### src/design/qdh_pkg.sv
// ----------------------------------------------------------------------------
// qdh_pkg: shared types and constants for the quantile density histogram
// widths of the stream fields, register indexes, sequencer and unit states
// ----------------------------------------------------------------------------
package qdh_pkg;

	// largest supported interval count
	localparam int unsigned MAX_INTERVALS = 65535;

	localparam int IDX_W      = 16;  // item index, interval count, quantile steps
	localparam int X_W        = 32;  // signed Q16.16 x values
	localparam int H_W        = 32;  // unsigned Q16.16 heights
	localparam int SC_W       = 24;  // sample count
	localparam int MBW_W      = 31;  // min bin width
	localparam int CFG_IDX_W  = 2;
	localparam int CFG_DATA_W = 32;

	localparam int NUM_W     = SC_W + IDX_W;  // sample_count * k
	localparam int DEN_W     = X_W + IDX_W;   // width * n
	localparam int DIV_STEPS = H_W;
	localparam int STEP_W    = $clog2(DIV_STEPS);

	// register indexes
	localparam logic [CFG_IDX_W-1:0] REG_INTERVAL_COUNT = 2'd0;
	localparam logic [CFG_IDX_W-1:0] REG_SAMPLE_COUNT   = 2'd1;
	localparam logic [CFG_IDX_W-1:0] REG_MIN_BIN_WIDTH  = 2'd2;

	// height unit states
	typedef enum logic [2:0] {
		H_IDLE,
		H_NUM,
		H_DEN,
		H_CMP,
		H_DIV,
		H_DONE
	} hu_state_t;

	// sequencer states
	typedef enum logic [1:0] {
		S_IDLE,
		S_EVAL,
		S_CALC,
		S_EMIT
	} seq_state_t;

	// emit steps, one outline point each but E_DONE
	typedef enum logic [2:0] {
		E_FIRST,
		E_HELD_A,
		E_HELD_B,
		E_BIN_A,
		E_BIN_B,
		E_CLOSE,
		E_DONE
	} emit_step_t;

	// request to the height unit, held steady until done
	typedef struct packed {
		logic                    start;
		logic [IDX_W-1:0]        k;
		logic [IDX_W-1:0]        n;
		logic signed [X_W:0]     width;
	} hu_req_t;

	typedef struct packed {
		logic             done;
		logic [H_W-1:0]   height;
		logic             sat;
	} hu_rsp_t;

endpackage

### src/design/qdh_height.sv
// ----------------------------------------------------------------------------
// qdh_height: bin height unit
// one shared multiplier forms numerator and denominator in turn, then a
// restoring divider yields one quotient bit per cycle, with saturation
// ----------------------------------------------------------------------------
module qdh_height (
	input  logic                       clk,
	input  logic                       arst_n,
	input  logic [qdh_pkg::SC_W-1:0]   sample_count,
	input  qdh_pkg::hu_req_t           req,
	output qdh_pkg::hu_rsp_t           rsp
);

	qdh_pkg::hu_state_t state_q, state_d;

	logic [qdh_pkg::NUM_W-1:0]  num_q;
	logic [qdh_pkg::DEN_W-1:0]  den_q;
	logic [qdh_pkg::DEN_W-1:0]  rem_q;
	logic [qdh_pkg::H_W-1:0]    quot_q;
	logic                       sat_q;
	logic [qdh_pkg::STEP_W-1:0] step_q;

	logic [qdh_pkg::X_W-1:0]    mul_a;
	logic [qdh_pkg::IDX_W-1:0]  mul_b;
	logic [qdh_pkg::DEN_W-1:0]  prod;
	logic                       width_bad;
	logic                       num_ge_den;
	logic [qdh_pkg::DEN_W:0]    shifted;
	logic [qdh_pkg::DEN_W:0]    diff;
	logic                       fits;
	logic [qdh_pkg::DEN_W-1:0]  rem_next;

	assign width_bad  = req.width[qdh_pkg::X_W] || (req.width == '0);
	assign num_ge_den = {{(qdh_pkg::DEN_W-qdh_pkg::NUM_W){1'b0}}, num_q} >= den_q;

	// shared multiplier
	assign prod = qdh_pkg::DEN_W'(mul_a) * qdh_pkg::DEN_W'(mul_b);

	// restoring divide step
	assign shifted  = {rem_q, 1'b0};
	assign diff     = shifted - {1'b0, den_q};
	assign fits     = shifted >= {1'b0, den_q};
	assign rem_next = fits ? diff[qdh_pkg::DEN_W-1:0] : shifted[qdh_pkg::DEN_W-1:0];

	// next state
	always_comb begin
		state_d = state_q;
		unique case (state_q)
			qdh_pkg::H_IDLE: begin
				if (req.start) begin
					state_d = width_bad ? qdh_pkg::H_DONE : qdh_pkg::H_NUM;
				end
			end
			qdh_pkg::H_NUM: state_d = qdh_pkg::H_DEN;
			qdh_pkg::H_DEN: state_d = qdh_pkg::H_CMP;
			qdh_pkg::H_CMP: state_d = num_ge_den ? qdh_pkg::H_DONE : qdh_pkg::H_DIV;
			qdh_pkg::H_DIV: begin
				if (step_q == qdh_pkg::STEP_W'(qdh_pkg::DIV_STEPS - 1)) begin
					state_d = qdh_pkg::H_DONE;
				end
			end
			qdh_pkg::H_DONE: state_d = qdh_pkg::H_IDLE;
			default: state_d = qdh_pkg::H_IDLE;
		endcase
	end

	// outputs and multiplier operand select
	always_comb begin
		mul_a      = req.width[qdh_pkg::X_W-1:0];
		mul_b      = req.n;
		rsp.done   = 1'b0;
		rsp.height = quot_q;
		rsp.sat    = sat_q;
		unique case (state_q)
			qdh_pkg::H_NUM: begin
				mul_a = qdh_pkg::X_W'(sample_count);
				mul_b = req.k;
			end
			qdh_pkg::H_DONE: rsp.done = 1'b1;
			default: ;
		endcase
	end

	always_ff @(posedge clk or negedge arst_n) begin
		if (!arst_n) begin
			state_q <= qdh_pkg::H_IDLE;
		end else begin
			state_q <= state_d;
		end
	end

	// datapath
	always_ff @(posedge clk) begin
		case (state_q)
			qdh_pkg::H_IDLE: begin
				if (req.start && width_bad) begin
					quot_q <= '1;
					sat_q  <= 1'b1;
				end
			end
			qdh_pkg::H_NUM: num_q <= prod[qdh_pkg::NUM_W-1:0];
			qdh_pkg::H_DEN: den_q <= prod;
			qdh_pkg::H_CMP: begin
				if (num_ge_den) begin
					quot_q <= '1;
					sat_q  <= 1'b1;
				end else begin
					rem_q  <= qdh_pkg::DEN_W'(num_q);
					quot_q <= '0;
					sat_q  <= 1'b0;
					step_q <= '0;
				end
			end
			qdh_pkg::H_DIV: begin
				rem_q  <= rem_next;
				quot_q <= {quot_q[qdh_pkg::H_W-2:0], fits};
				step_q <= step_q + 1'b1;
			end
			default: ;
		endcase
	end

endmodule

### src/design/quantile_to_density_histogram.sv
// ----------------------------------------------------------------------------
// quantile_to_density_histogram: density histogram outline from quantiles
// groups sorted quantiles into bins of a minimum width and emits the outline
// ----------------------------------------------------------------------------
// The block takes n+1 sorted quantile values (signed Q16.16, n from the
// interval_count register) one word at a time and returns the outline of a
// density histogram as (x, height) points. The first word gives (q0, 0); each
// bin of at least min_bin_width is held back one bin and then sent as two
// points with height sample_count*k/(width*n) in unsigned Q16.16; a too narrow
// last group is folded into the held bin; the last word ends with the closing
// (qn, 0) point flagged by last_point. A zero or negative width or an
// overflow saturates the height to all ones and sets height_saturated. One
// word is worked on at a time: a word that closes a bin goes through the bin
// height unit (two passes through its shared multiplier, one compare, 32
// restoring divide steps and a done state), and its points go out one per
// cycle while the output register is free; a zero or negative width skips
// the unit's arithmetic and a height that cannot fit stops right after the
// compare. A first word and a word that only widens the current group do
// not use the unit. in_ready is high only between words. The output register
// lets the last point of a word wait for out_ready while the next word is
// already taken. Registers are to be written between words; the block does
// not enforce this. cfg_ready is always high; an unknown index is ignored.
// ----------------------------------------------------------------------------
module quantile_to_density_histogram (
	input  logic                              clk,
	input  logic                              arst_n,
	// configuration write channel
	input  logic                              cfg_valid,
	output logic                              cfg_ready,
	input  logic [qdh_pkg::CFG_IDX_W-1:0]     cfg_index,
	input  logic [qdh_pkg::CFG_DATA_W-1:0]    cfg_data,
	// quantile input
	input  logic                              in_valid,
	output logic                              in_ready,
	input  logic signed [qdh_pkg::X_W-1:0]    quantile_value,
	// outline points
	output logic                              out_valid,
	input  logic                              out_ready,
	output logic signed [qdh_pkg::X_W-1:0]    point_x,
	output logic [qdh_pkg::H_W-1:0]           point_height,
	output logic                              height_saturated,
	output logic                              last_point
);

	// configuration registers
	logic [qdh_pkg::IDX_W-1:0]   interval_count_q;
	logic [qdh_pkg::SC_W-1:0]    sample_count_q;
	logic [qdh_pkg::MBW_W-1:0]   min_bin_width_q;

	// sequencer
	qdh_pkg::seq_state_t  state_q, state_d;
	qdh_pkg::emit_step_t  step_q, step_next, step_start;

	// histogram state
	logic [qdh_pkg::X_W-1:0]     x_q;
	logic [qdh_pkg::IDX_W-1:0]   idx_q;
	logic [qdh_pkg::IDX_W-1:0]   gsi_q;
	logic [qdh_pkg::X_W-1:0]     gsx_q;
	logic [qdh_pkg::X_W-1:0]     held_start_q;
	logic [qdh_pkg::X_W-1:0]     held_end_q;
	logic [qdh_pkg::H_W-1:0]     held_h_q;
	logic                        held_sat_q;
	logic                        held_valid_q;

	// bin being sent
	logic [qdh_pkg::X_W-1:0]     bin_start_q;
	logic [qdh_pkg::H_W-1:0]     bin_h_q;
	logic                        bin_sat_q;

	// output register
	logic                        out_valid_q;
	logic [qdh_pkg::X_W-1:0]     out_x_q;
	logic [qdh_pkg::H_W-1:0]     out_h_q;
	logic                        out_sat_q;
	logic                        out_last_q;

	logic [qdh_pkg::IDX_W-1:0]   n_eff;
	logic                        is_first;
	logic                        is_last;
	logic signed [qdh_pkg::X_W:0] span;
	logic signed [qdh_pkg::X_W:0] merge_span;
	logic                        narrow;
	logic                        merge;
	logic [qdh_pkg::X_W:0]       sum;
	logic [qdh_pkg::H_W-1:0]     merged_h;
	logic                        merged_sat;

	logic                        in_fire;
	logic                        load;
	logic [qdh_pkg::X_W-1:0]     pay_x;
	logic [qdh_pkg::H_W-1:0]     pay_h;
	logic                        pay_sat;
	logic                        pay_last;

	qdh_pkg::hu_req_t            hu_req;
	qdh_pkg::hu_rsp_t            hu_rsp;

	// effective n, clamped into 1..MAX_INTERVALS
	always_comb begin
		if (interval_count_q == '0) begin
			n_eff = qdh_pkg::IDX_W'(1);
		end else if (interval_count_q > qdh_pkg::IDX_W'(qdh_pkg::MAX_INTERVALS)) begin
			n_eff = qdh_pkg::IDX_W'(qdh_pkg::MAX_INTERVALS);
		end else begin
			n_eff = interval_count_q;
		end
	end

	// decisions on the current word; all inputs stay put until the word is done
	assign is_first   = (idx_q == '0);
	assign is_last    = (idx_q >= n_eff);
	assign span       = $signed({x_q[qdh_pkg::X_W-1], x_q}) -
	                    $signed({gsx_q[qdh_pkg::X_W-1], gsx_q});
	assign merge_span = $signed({x_q[qdh_pkg::X_W-1], x_q}) -
	                    $signed({held_start_q[qdh_pkg::X_W-1], held_start_q});
	// a negative span counts as narrow
	assign narrow     = span < $signed({2'b00, min_bin_width_q});
	assign merge      = is_last && narrow && held_valid_q;

	// narrow last group folded into the held bin
	assign sum        = {1'b0, held_h_q} + {1'b0, hu_rsp.height};
	assign merged_h   = sum[qdh_pkg::X_W] ? '1 : sum[qdh_pkg::H_W-1:0];
	assign merged_sat = sum[qdh_pkg::X_W] | held_sat_q | hu_rsp.sat;

	// height unit request
	assign hu_req.start = (state_q == qdh_pkg::S_EVAL) && !is_first && !(narrow && !is_last);
	assign hu_req.k     = idx_q - gsi_q;
	assign hu_req.n     = n_eff;
	assign hu_req.width = merge ? merge_span : span;

	qdh_height u_height (
		.clk          (clk),
		.arst_n       (arst_n),
		.sample_count (sample_count_q),
		.req          (hu_req),
		.rsp          (hu_rsp)
	);

	// point order: held bin, then (last word) the final bin and the closing point
	assign step_start = (held_valid_q && !merge) ? qdh_pkg::E_HELD_A :
	                    (is_last ? qdh_pkg::E_BIN_A : qdh_pkg::E_DONE);

	always_comb begin
		unique case (step_q)
			qdh_pkg::E_FIRST:  step_next = qdh_pkg::E_DONE;
			qdh_pkg::E_HELD_A: step_next = qdh_pkg::E_HELD_B;
			qdh_pkg::E_HELD_B: step_next = is_last ? qdh_pkg::E_BIN_A : qdh_pkg::E_DONE;
			qdh_pkg::E_BIN_A:  step_next = qdh_pkg::E_BIN_B;
			qdh_pkg::E_BIN_B:  step_next = qdh_pkg::E_CLOSE;
			qdh_pkg::E_CLOSE:  step_next = qdh_pkg::E_DONE;
			default:           step_next = qdh_pkg::E_DONE;
		endcase
	end

	// next state
	always_comb begin
		state_d = state_q;
		unique case (state_q)
			qdh_pkg::S_IDLE: begin
				if (in_valid) begin
					state_d = qdh_pkg::S_EVAL;
				end
			end
			qdh_pkg::S_EVAL: begin
				if (is_first) begin
					state_d = qdh_pkg::S_EMIT;
				end else if (narrow && !is_last) begin
					state_d = qdh_pkg::S_IDLE;
				end else begin
					state_d = qdh_pkg::S_CALC;
				end
			end
			qdh_pkg::S_CALC: begin
				if (hu_rsp.done) begin
					state_d = qdh_pkg::S_EMIT;
				end
			end
			qdh_pkg::S_EMIT: begin
				if (step_q == qdh_pkg::E_DONE) begin
					state_d = qdh_pkg::S_IDLE;
				end
			end
			default: state_d = qdh_pkg::S_IDLE;
		endcase
	end

	// sequencer outputs
	always_comb begin
		in_ready = 1'b0;
		load     = 1'b0;
		unique case (state_q)
			qdh_pkg::S_IDLE: in_ready = 1'b1;
			qdh_pkg::S_EMIT: load = (step_q != qdh_pkg::E_DONE) && (!out_valid_q || out_ready);
			default: ;
		endcase
	end

	assign in_fire   = in_valid && in_ready;
	assign cfg_ready = 1'b1;

	// point payload for the current step
	always_comb begin
		pay_x    = x_q;
		pay_h    = '0;
		pay_sat  = 1'b0;
		pay_last = 1'b0;
		case (step_q)
			qdh_pkg::E_HELD_A: begin
				pay_x   = held_start_q;
				pay_h   = held_h_q;
				pay_sat = held_sat_q;
			end
			qdh_pkg::E_HELD_B: begin
				pay_x   = held_end_q;
				pay_h   = held_h_q;
				pay_sat = held_sat_q;
			end
			qdh_pkg::E_BIN_A: begin
				pay_x   = bin_start_q;
				pay_h   = bin_h_q;
				pay_sat = bin_sat_q;
			end
			qdh_pkg::E_BIN_B: begin
				pay_h   = bin_h_q;
				pay_sat = bin_sat_q;
			end
			qdh_pkg::E_CLOSE: pay_last = 1'b1;
			default: ;
		endcase
	end

	// configuration registers
	always_ff @(posedge clk or negedge arst_n) begin
		if (!arst_n) begin
			interval_count_q <= qdh_pkg::IDX_W'(1);
			sample_count_q   <= qdh_pkg::SC_W'(1);
			min_bin_width_q  <= '0;
		end else if (cfg_valid && cfg_ready) begin
			unique case (cfg_index)
				qdh_pkg::REG_INTERVAL_COUNT: interval_count_q <= cfg_data[qdh_pkg::IDX_W-1:0];
				qdh_pkg::REG_SAMPLE_COUNT:   sample_count_q   <= cfg_data[qdh_pkg::SC_W-1:0];
				qdh_pkg::REG_MIN_BIN_WIDTH:  min_bin_width_q  <= cfg_data[qdh_pkg::MBW_W-1:0];
				default: ;
			endcase
		end
	end

	// sequencer and histogram state
	always_ff @(posedge clk or negedge arst_n) begin
		if (!arst_n) begin
			state_q      <= qdh_pkg::S_IDLE;
			step_q       <= qdh_pkg::E_DONE;
			idx_q        <= '0;
			gsi_q        <= '0;
			gsx_q        <= '0;
			held_start_q <= '0;
			held_end_q   <= '0;
			held_h_q     <= '0;
			held_sat_q   <= 1'b0;
			held_valid_q <= 1'b0;
		end else begin
			state_q <= state_d;
			unique case (state_q)
				qdh_pkg::S_EVAL: begin
					if (is_first) begin
						step_q <= qdh_pkg::E_FIRST;
					end else if (narrow && !is_last) begin
						// group too narrow yet, keep extending it
						idx_q <= idx_q + 1'b1;
					end
				end
				qdh_pkg::S_CALC: begin
					if (hu_rsp.done) begin
						step_q <= step_start;
					end
				end
				qdh_pkg::S_EMIT: begin
					if (step_q == qdh_pkg::E_DONE) begin
						if (is_first) begin
							gsx_q        <= x_q;
							gsi_q        <= '0;
							held_valid_q <= 1'b0;
							held_sat_q   <= 1'b0;
							idx_q        <= qdh_pkg::IDX_W'(1);
						end else if (is_last) begin
							// stream done, back to a fresh histogram
							idx_q        <= '0;
							gsi_q        <= '0;
							gsx_q        <= '0;
							held_start_q <= '0;
							held_end_q   <= '0;
							held_h_q     <= '0;
							held_sat_q   <= 1'b0;
							held_valid_q <= 1'b0;
						end else begin
							// new bin goes into the hold slot
							held_start_q <= bin_start_q;
							held_end_q   <= x_q;
							held_h_q     <= bin_h_q;
							held_sat_q   <= bin_sat_q;
							held_valid_q <= 1'b1;
							gsx_q        <= x_q;
							gsi_q        <= idx_q;
							idx_q        <= idx_q + 1'b1;
						end
					end else if (load) begin
						step_q <= step_next;
					end
				end
				default: ;
			endcase
		end
	end

	// payload registers
	always_ff @(posedge clk) begin
		if (in_fire) begin
			x_q <= quantile_value;
		end
		if ((state_q == qdh_pkg::S_CALC) && hu_rsp.done) begin
			if (merge) begin
				bin_start_q <= held_start_q;
				bin_h_q     <= merged_h;
				bin_sat_q   <= merged_sat;
			end else begin
				bin_start_q <= gsx_q;
				bin_h_q     <= hu_rsp.height;
				bin_sat_q   <= hu_rsp.sat;
			end
		end
		if (load) begin
			out_x_q    <= pay_x;
			out_h_q    <= pay_h;
			out_sat_q  <= pay_sat;
			out_last_q <= pay_last;
		end
	end

	// output register valid
	always_ff @(posedge clk or negedge arst_n) begin
		if (!arst_n) begin
			out_valid_q <= 1'b0;
		end else if (load) begin
			out_valid_q <= 1'b1;
		end else if (out_ready) begin
			out_valid_q <= 1'b0;
		end
	end

	assign out_valid        = out_valid_q;
	assign point_x          = out_x_q;
	assign point_height     = out_h_q;
	assign height_saturated = out_sat_q;
	assign last_point       = out_last_q;

endmodule
### config.mk
export PLATFORM = sky130hd
export DESIGN_NAME = quantile_to_density_histogram
export DESIGN_NICKNAME = d
export VERILOG_FILES = /design/src/design/qdh_pkg.sv /design/src/design/qdh_height.sv /design/src/design/quantile_to_density_histogram.sv
export SDC_FILE = /design/constraint.sdc
export NUM_CORES = 2
export LEC_CHECK = 0
export ABC_AREA = 1
export ABC_CLOCK_PERIOD_IN_PS = 8900
export BUFFER_PORTS_ARGS = -buffer_cell sky130_fd_sc_hd__buf_4
export CAP_MARGIN = 25
export CORE_MARGIN = 5
export CORE_UTILIZATION = 40
export CTS_BUF_LIST = sky130_fd_sc_hd__clkbuf_4
export DETAILED_ROUTE_END_ITERATION = 12
export PLACE_DENSITY = 0.64
export RECOVER_POWER = 100
export SLEW_MARGIN = 25
export SYNTH_ARGS = -nofsm -noshare
export SYNTH_HDL_FRONTEND = slang
export SYNTH_HIERARCHICAL = 1
export SYNTH_SLANG_ARGS = --single-unit
export TNS_END_PERCENT = 10
### constraint.sdc
create_clock -name clk -period 8.9 [get_ports clk]
set_input_delay 1.335 -clock clk [delete_from_list [all_inputs] [get_ports clk]]
set_output_delay 1.335 -clock clk [all_outputs]
set_load 0.03 [all_outputs]
==> impl_metrics.ini <==
[timing]
final_max_slew_viol_count = 924
maxSlewHeadroom_pct = -274
finalHoldViolations = 0
period_share_pct = 109
worst_pin_slew_ps = 5610
fin_ws_ps = -821
period_needed_ps = 9720
setup_violations = 70
skew_ps = 130
clock.fmax_mhz = 103
rsz0062_at_grt = true

[detailed_routing]
firstDrtPassIters = 6
finalWirelength_um = 168000
viasPerCell = 5.06
drc = 0
postRouteAntennaNets = 0
detail_route.wl_per_cell_um = 17.8
num_vias = 47600
dr.first_iter.drc_count = 3462

[critical_path]
r2r_end = u_height/den_q[36]
rr_worst_depth = 53
regToRegSetupSlack_ps = -820
critPathKind = flip-flop to flip-flop
setup.worst_path.start_class = flip-flop
worstPathRequired_ps = 9680
arrival_ps = 10500
critPathMaxFanout = 7
critical-path-max-stage-delay_ps = 540
slowest_stage = fa_1
timing.rr.start = x_q[0]
cp-end-kind = flip-flop

[floorplanning]
rows = 134
start_util_pct = 40.2
die_h_um = 376
pin_count = 140
dieArea_mm2 = 0.141
fp.coreArea_mm2 = 0.133
die_x_um = 376

[outcome]
violations = capacitance limit, slew limit, setup timing
status = complete, but fails checks

[layout]
area.growth.synth_to_final_pct = 19.0
regArea_mm2 = 0.0162
multiInputGateArea_mm2 = 0.0328
layout_common_cells = nand2_1 (1682), inv_1 (1306), buf_4 (557)
final_common_cell = nand2_1
fin_nets = 8367
drive_gt1_share_pct = 16.4
fillers = 13100
fin_util_pct = 47.8

[global_routing]
grt_pass1_wl_um = 265000
grt_usage_pct = 23.6
antenna_found_initial = 3
grt_pass1_vias = 48300
grt-ovfl-total = 0
grt_max_degree = 144

[synth]
synth_simple_gate_area_share_pct = 21.1
synth_compound_area_share_pct = 10.0
syn_inst = 6830
synth_mux_area_share_pct = 0
synth_ff_type = edfxtp_1
ys_ff_latch = 579
synth_fp_nets = 7697
synth_edf_count = 337
synth-seq-area-share_pct = 30.2
synth_fa_ha_area_share_pct = 24.5
syn_avg_cell_area_um2 = 7.84
synth-async-reset-ratio_pct = 41.8
ys_warn_count = 6
netlist_area_mm2 = 0.0535
ys_types = 65
synth_top_family_by_area = adder cells
synth-xor-area-share_pct = 2.76

[place]
dp_hpwl_um = 133000
io_buffers = 137
globalplace.congestion = 0.965

[clock_network]
cts_tree = built
cts.sink_count = 579
cts_made_buffers = 161
root_buffer = clkbuf_4
clock_path_buffers = 3
clkSlewWorstSetupHoldPaths_ps = 70
h-tree-depth = 4
clk_latency_ps = 1150

[hold_path]
hp-start = out_ready
hold_end = out_valid
min_path_cells = 2
hp-class = primary input to flip-flop

[flow_run]
maxCapViolCount = 16
## area by class of cell
| class | instances | share of cell area, % |
|---|---|---|
| diodes | 9 | 0.0353 |
| well taps | 1768 | 3.47 |
| multi-input cells | 4687 | 51.4 |
| inverters | 1359 | 8.04 |
| repair buffers | 712 | 8.34 |
| clock inverters | 46 | 0.434 |
| flip-flops and latches | 579 | 25.4 |
| clock buffers | 246 | 2.90 |
## worst max-delay path by stage
stage | startpoint | end | slack, ps | cells after the start
after floorplan | x_q[0] | u_height/den_q[32] | 20 | 48
after global placement | x_q[0] | u_height/num_q[39] | -1130 | 52
after detailed placement | x_q[0] | u_height/num_q[39] | -1290 | 47
after CTS | x_q[0] | u_height/num_q[33] | -690 | 52
after global routing | x_q[0] | u_height/den_q[43] | -1210 | 54
final | x_q[0] | u_height/den_q[36] | -820 | 53
## metrics by stage
step	cell area [um^2]	TNS [ps]	hold WS (ps)	setup WS, ps	instances
2_1_floorplan	53500	0	453	20.1	6830
3_3_place_gp	60100	-61590	466	-1130	9064
3_5_place_dp	60100	-69810	473	-1290	9065
4_1_cts	63400	-37620	167	-687	9378
5_1_grt	63700	-182910	276	-1210	9406
6_report	63700	-45350	411	-821	9406
## critical path, delay by kind of cell (launching register included)
family	cells	cell delay (ps)
AO/OA/AOI/OAI	10	1320
adder cells (fa/ha/maj)	10	4140
AND/OR/NAND/NOR	15	1300
buffers and inverters	16	1810
flip-flops	1	400
XOR/XNOR	2	430
## cells by family after synthesis
family	count (synthesis)
compound gates	952
simple gates	2769
fa+ha+maj	796
buf+inv	1564
flops	579
other cells	1
xor+xnor	169
## synth_stat cells, types with 11 or more instances
library cell / number / area, um^2
a21boi_0: 17 / 128
a21o_1: 21 / 158
a21oi_1: 290 / 1450
a31oi_1: 21 / 131
buf_1: 22 / 82.6
buf_2: 54 / 270
buf_4: 17 / 128
clkbuf_1: 105 / 394
dfrtp_1: 238 / 5960
edfxtp_1: 337 / 10100
fa_1: 423 / 8470
ha_1: 373 / 4670
inv_1: 1324 / 4970
inv_2: 32 / 120
nand2_1: 1710 / 6420
nand2_2: 11 / 68.8
nand3_1: 273 / 1370
nand3b_1: 11 / 82.6
nand4_1: 78 / 488
nor2_1: 584 / 2190
nor3_1: 39 / 195
nor4_1: 21 / 131
o2111ai_1: 30 / 263
o21a_1: 11 / 82.6
o21ai_0: 306 / 1530
o21ai_1: 82 / 410
o21ai_2: 14 / 123
o21bai_1: 30 / 225
o22ai_1: 97 / 607
xnor2_1: 81 / 709
xor2_1: 88 / 771
## repair_timing
| item | 4_1_cts | 5_1_grt |
|---|---|---|
| endpoints found under the setup margin | 72 | 74 |
| hold buffers | 0 | 0 |
| gates cloned | 2 | 0 |
| pin swaps | 68 | 54 |
| setup buffers | 19 | 19 |
| resized for setup | 224 | 126 |
## flip-flops by register name, indices dropped and copies added (netlist names), 3 cells and up, named ones only
register,cells
bin_h_q,32
bin_start_q,32
gsi_q,16
gsx_q,32
held_end_q,32
held_h_q,32
held_start_q,32
idx_q,16
interval_count_q,16
min_bin_width_q,31
point_height,32
point_x,32
sample_count_q,24
step_q,3
u_height/den_q,48
u_height/num_q,40
u_height/quot_q,32
u_height/rem_q,48
u_height/state_q,3
u_height/step_q,5
x_q,32
## routing by layer
layer	vias up	global-route usage [%]	part of all wire, %
met5	-	0	0.0071
met4	2	7.78	3.0
met3	289	3.22	5.4
met2	1445	38.6	47
met1	22900	32.4	45
li1	23000	-	-
Power is left out: the tool's default activity adds up to more than one toggle a clock period on the data nets, which glitch-free logic cannot reach.
